===== src/rtl/multichannel_fir_with_passthrough_defines.svh =====
// Assertion macros shared by the filter RTL.
// Depends on nothing; include guarded.
`ifndef MULTICHANNEL_FIR_WITH_PASSTHROUGH_DEFINES_SVH
`define MULTICHANNEL_FIR_WITH_PASSTHROUGH_DEFINES_SVH

// Same-cycle implication under synchronous reset.
`define MCFIR_ASSERT_NOW(label, clk, rst, ante, cons) \
  label: assert property (@(posedge clk) disable iff (rst) (ante) |-> (cons)) \
    else $error("mcfir: same-cycle check failed");

// Next-cycle implication under synchronous reset.
`define MCFIR_ASSERT_NEXT(label, clk, rst, ante, cons) \
  label: assert property (@(posedge clk) disable iff (rst) (ante) |=> (cons)) \
    else $error("mcfir: next-cycle check failed");

`endif


===== src/rtl/mcfir_pkg.sv =====
// Shared constants, types and coefficient selection for the multichannel FIR.
// No dependencies.
`timescale 1ns / 1ps

package mcfir_pkg;

  localparam int MAX_TAPS       = 8;
  localparam int NUM_CHANNELS   = 16;
  localparam int COEF_FRAC      = 14;
  localparam int SAMPLE_W       = 32;
  localparam int COEF_W         = 16;
  localparam int CH_W           = 4;
  localparam int CFG_W          = 64;
  localparam int CFG_IDX_W      = 2;
  localparam int TAPCNT_W       = 4;
  localparam int COEFS_PER_WORD = CFG_W / COEF_W;
  localparam int TAP_W          = $clog2(MAX_TAPS);
  localparam int SLOT_W         = $clog2(NUM_CHANNELS);
  localparam int ROW_W          = MAX_TAPS * SAMPLE_W;
  localparam int PROD_W         = SAMPLE_W + COEF_W;
  localparam int ACC_W          = PROD_W + TAP_W;
  localparam int Q_W            = ACC_W - COEF_FRAC;
  localparam int USER_OUT_W     = 8;
  localparam int SAT_BIT        = CH_W;

  // Configuration register indexes
  localparam logic [CFG_IDX_W-1:0] CFG_COEFFS_LOW  = 2'd0;
  localparam logic [CFG_IDX_W-1:0] CFG_COEFFS_HIGH = 2'd1;
  localparam logic [CFG_IDX_W-1:0] CFG_TAP_COUNT   = 2'd2;
  localparam logic [CFG_IDX_W-1:0] CFG_INT_MASK    = 2'd3;

  typedef struct packed {
    logic                start;
    logic [TAPCNT_W-1:0] taps;
  } mac_ctrl_t;

  typedef struct packed {
    logic                       done;
    logic                       sat;
    logic signed [SAMPLE_W-1:0] value;
  } mac_res_t;

  // Signed Q2.14 coefficient of one tap; taps past both words read as zero.
  function automatic logic signed [COEF_W-1:0] coef_of(
    input logic [CFG_W-1:0] lo,
    input logic [CFG_W-1:0] hi,
    input logic [TAP_W-1:0] tap
  );
    logic [CFG_W-1:0] word;
    logic [1:0]       sub;
    word = (int'(tap) < COEFS_PER_WORD) ? lo : hi;
    sub  = tap[1:0];
    if (int'(tap) >= 2 * COEFS_PER_WORD) begin
      return '0;
    end
    return word[sub*COEF_W +: COEF_W];
  endfunction

endpackage


===== src/rtl/mcfir_mac.sv =====
// Tap-serial multiply-accumulate with floor shift and 32-bit saturation.
// Depends on mcfir_pkg.
`timescale 1ns / 1ps

module mcfir_mac (
  input  logic                         clk,
  input  logic                         rst,
  input  mcfir_pkg::mac_ctrl_t         ctrl,
  input  logic [mcfir_pkg::ROW_W-1:0]  row,
  input  logic [mcfir_pkg::CFG_W-1:0]  coeffs_low,
  input  logic [mcfir_pkg::CFG_W-1:0]  coeffs_high,
  output mcfir_pkg::mac_res_t          res
);

  logic [mcfir_pkg::ROW_W-1:0]           row_q;
  logic [mcfir_pkg::TAPCNT_W-1:0]        taps;
  logic [mcfir_pkg::TAPCNT_W-1:0]        idx;
  logic                                  busy;
  logic                                  prod_valid;
  logic signed [mcfir_pkg::PROD_W-1:0]   prod;
  logic signed [mcfir_pkg::ACC_W-1:0]    acc;
  logic                                  issue;
  logic [mcfir_pkg::TAP_W-1:0]           tap;
  logic signed [mcfir_pkg::SAMPLE_W-1:0] hist;
  logic signed [mcfir_pkg::COEF_W-1:0]   coef;
  logic signed [mcfir_pkg::PROD_W-1:0]   prod_next;
  logic signed [mcfir_pkg::Q_W-1:0]      q;
  logic                                  overflow;

  assign issue     = busy && (idx < taps);
  assign tap       = idx[mcfir_pkg::TAP_W-1:0];
  assign hist      = row_q[tap*mcfir_pkg::SAMPLE_W +: mcfir_pkg::SAMPLE_W];
  assign coef      = mcfir_pkg::coef_of(coeffs_low, coeffs_high, tap);
  assign prod_next = hist * coef;

  // Floor shift, then clip when the sign of a 32-bit word and the bits above it disagree
  assign q        = acc[mcfir_pkg::ACC_W-1:mcfir_pkg::COEF_FRAC];
  assign overflow = !((&q[mcfir_pkg::Q_W-1:mcfir_pkg::SAMPLE_W-1]) ||
                      !(|q[mcfir_pkg::Q_W-1:mcfir_pkg::SAMPLE_W-1]));

  always_ff @(posedge clk) begin
    if (rst) begin
      busy       <= 1'b0;
      prod_valid <= 1'b0;
      res.done   <= 1'b0;
    end else begin
      res.done <= 1'b0;
      if (ctrl.start) begin
        busy       <= 1'b1;
        prod_valid <= 1'b0;
        idx        <= '0;
        acc        <= '0;
        taps       <= ctrl.taps;
        row_q      <= row;
      end else if (busy) begin
        prod_valid <= issue;
        if (issue) begin
          prod <= prod_next;
          idx  <= idx + 1'b1;
        end
        if (prod_valid) begin
          acc <= acc + mcfir_pkg::ACC_W'(prod);
        end
        if (!issue && !prod_valid) begin
          busy     <= 1'b0;
          res.done <= 1'b1;
          res.sat  <= overflow;
          if (!overflow) begin
            res.value <= q[mcfir_pkg::SAMPLE_W-1:0];
          end else if (q[mcfir_pkg::Q_W-1]) begin
            res.value <= {1'b1, {(mcfir_pkg::SAMPLE_W-1){1'b0}}};
          end else begin
            res.value <= {1'b0, {(mcfir_pkg::SAMPLE_W-1){1'b1}}};
          end
        end
      end
    end
  end

endmodule


===== config.mk =====
export PLATFORM = sky130hd
export DESIGN_NAME = mcfir_mac
export DESIGN_NICKNAME = d
export VERILOG_FILES = /design/src/rtl/multichannel_fir_with_passthrough_defines.svh /design/src/rtl/mcfir_pkg.sv /design/src/rtl/mcfir_mac.sv
export SDC_FILE = /design/constraint.sdc
export NUM_CORES = 2
export LEC_CHECK = 0
export ABC_AREA = 1
export BUFFER_PORTS_ARGS = -buffer_cell sky130_fd_sc_hd__buf_2
export CAP_MARGIN = 20
export CORE_MARGIN = 8
export CORE_UTILIZATION = 39
export CTS_CLUSTER_DIAMETER = 60
export DETAILED_ROUTE_END_ITERATION = 12
export SYNTH_ARGS = -nofsm -noshare
export SYNTH_HDL_FRONTEND = slang
export SYNTH_SLANG_ARGS = --single-unit
export TNS_END_PERCENT = 30

===== constraint.sdc =====
create_clock -name clk -period 21.9 [get_ports clk]
set_clock_uncertainty 0.1 [all_clocks]
set_input_delay 3.285 -clock clk [delete_from_list [all_inputs] [get_ports clk]]
set_output_delay 3.285 -clock clk [all_outputs]
set_load 0.02 [all_outputs]

==> results.json <==
{
  "worstPathRequired_ns": 22.22,
  "drt_iter0_markers": 2591,
  "ys_types": 40,
  "cts_buffers": 52,
  "cp-end-kind": "register",
  "critPathLaunch": "coeffs_low[49]",
  "crit_arrival_ns": 10.45,
  "grt_pass1_vias": 33617,
  "dp_hpwl_um": 105700,
  "cts_tree": "built",
  "tightestPinTransition_ns": 1.102,
  "min_from": "busy",
  "synth.most_common_cell": "nand2_1",
  "drt_wl_total_um": 130400,
  "setup_violations": 0,
  "final_layout_size_suffix_gt1_frac": 0.1251,
  "synth.top_cell.area_share": 0.3038,
  "drc": 0,
  "fin_nets": 6046,
  "finalHoldViolCount": 0,
  "grt_pass1_wl_um": 199800,
  "start_util": 0.3920,
  "path_clk_slew_ns": 0.06,
  "synth.ff_latch_count": 399,
  "synth_edf_count": 396,
  "slew_viol_final": 0,
  "cap_violations": 0,
  "path_common_cell": "inv_1",
  "grt_overflow": 0,
  "rrSetupSlack_ns": 12.73,
  "htreeDepth": 2,
  "ant_nets": 0,
  "antenna_found_initial": 11,
  "cp_slowest_stage_delay_ns": 0.85,
  "syn_area_per_cell_sq_um": 8.468,
  "path_class": "input port to register",
  "syn_nets": 5669,
  "status": "finished, final reports clean",
  "period_share": 0.4626,
  "cpMaxStageDelayCell": "fa_1",
  "num_rows": 116,
  "synth_area_leaders": "edfxtp_1 (30%), fa_1 (25%), nand2_1 (10%)",
  "io_buffer_count": 424,
  "max_freq_mhz": 98.71,
  "hold_class": "register to register",
  "clock_sinks": 399,
  "io_pins": 425,
  "r2r_start": "idx[2]",
  "netlist_top_cells_count": "nand2_1 (1064), inv_1 (941), nor2_1 (659), fa_1 (487), edfxtp_1 (396)",
  "rsz0062_at_grt": "no",
  "cts_root_buf": "clkbuf_16",
  "core_area_sq_um": 99860,
  "netlist_area_sq_um": 39150,
  "syn_inst": 4623,
  "cts_hold_buf": 0,
  "via_count": 32175,
  "relSlewSlack": 0.2628,
  "cp_max_fo": 25,
  "synth_ff_type": "edfxtp_1",
  "drt-pass1-iter-count": 7,
  "ys_seq_area_frac": 0.3053,
  "cts_setup_buffers": 0,
  "crit_path_start_kind": "input port",
  "track_usage": 0.2332,
  "hold_ws_ns": 0.3764,
  "die_x_um": 332.8,
  "tns_ns": 0,
  "cp.buffers_inverters": 9,
  "clockBufferDepth": 3,
  "globalplace.congestion": 0.9363,
  "die_height_um": 332.8,
  "yosys.area.top_type": "edfxtp_1",
  "cp_top_family": "adder cells",
  "viasPerCell": 5.069,
  "grt_start_max_net_pins": 170,
  "insertion_delay_ns": 0.67,
  "synthToLayoutAreaGrowth_pct": 12.76,
  "dieArea_sq_um": 110800,
  "period_needed_ns": 10.13,
  "yosys_warnings": 0,
  "wl_per_cell_um": 20.53,
  "dp.cells": 6244,
  "finalNonFillerCells": 6348,
  "async_flop_share": 0,
  "ctsResizeCount": 0
}
==> sequential cells by signal, indices dropped and copies added (netlist names) <==
name / flops
res: 34
acc: 51
taps: 4
idx: 4
busy: 1
prod_valid: 1
row_q: 256
prod: 48
==> per-stage QoR <==
stage | setup WS, ns | utilization | cell area (sq um)
floorplan | 3.372 | - | 39150
global placement | 11.24 | 0.4243 | 42370
detailed placement | 11.10 | 0.4244 | 42380
CTS | 11.82 | 0.4419 | 44120
global route | 11.42 | 0.4420 | 44140
finish | 11.77 | 0.4420 | 44140
==> layout by cell type (no fill, tap or decap), types with 3 or more instances in the layout <==
cell,n
inv_2,31
inv_6,6
clkinv_1,9
ha_1,168
o21a_1,7
nor2_2,4
buf_4,42
bufinv_16,6
xor2_1,20
nor3_1,16
o21ai_0,224
clkinvlp_4,3
and2_1,3
clkbuf_16,52
o21ai_2,14
edfxtp_1,396
o21ai_4,20
inv_1,941
fa_1,487
nor2_1,657
clkinv_2,8
o21bai_1,13
nand3_1,88
buf_2,424
xnor2_1,17
diode_2,7
inv_8,4
nand4_1,20
o21ai_1,38
a21oi_1,126
nand3b_1,5
o22ai_1,94
dfxtp_1,3
a21o_1,5
clkbuf_1,6
nand2_1,1064
inv_4,3
==> metal layers <==
metal  up-vias  share of wire  GRT usage
met5         -        0.00027          0
met2      1208           0.48     0.3972
met3       245          0.076    0.04437
met1     15715           0.42     0.3018
met4         6          0.031    0.06831
li1      15001              -          -
==> worst register-to-register path, delay by kind of cell (launching register included) <==
family	cells	cell delay [ns]
simple gates	8	0.98
compound gates	3	1.22
buf+inv	11	2.37
flops	1	0.37
fa+ha+maj	7	3.91
==> logic make-up after synthesis <==
logic type      Yosys count  synth area share
compound gates          544           0.08099
xor+xnor                 37          0.008278
fa+ha+maj               655            0.3027
buf+inv                1121            0.1173
flops                   399            0.3053
mux                       1         0.0005753
simple gates           1866            0.1849
==> layout make-up <==
type / count / area (sq um)
clock buffers: 58 / 1324
multi-input cells: 3103 / 22650
clock inverters: 39 / 424.2
well taps: 1298 / 1624
fillers: 10024 / 55710
repair buffers: 468 / 2477
diodes: 7 / 17.52
flip-flops and latches: 399 / 11950
inverters: 976 / 3671
==> final timing paths <==
check,endpoint,depth (start not counted)
max,prod[47],27
min,busy,2
max reg2reg,prod[47],29
min reg2reg,busy,2
Power is left out: the tool's default activity adds up to more than one toggle a clock period on the data nets, which glitch-free logic cannot reach.
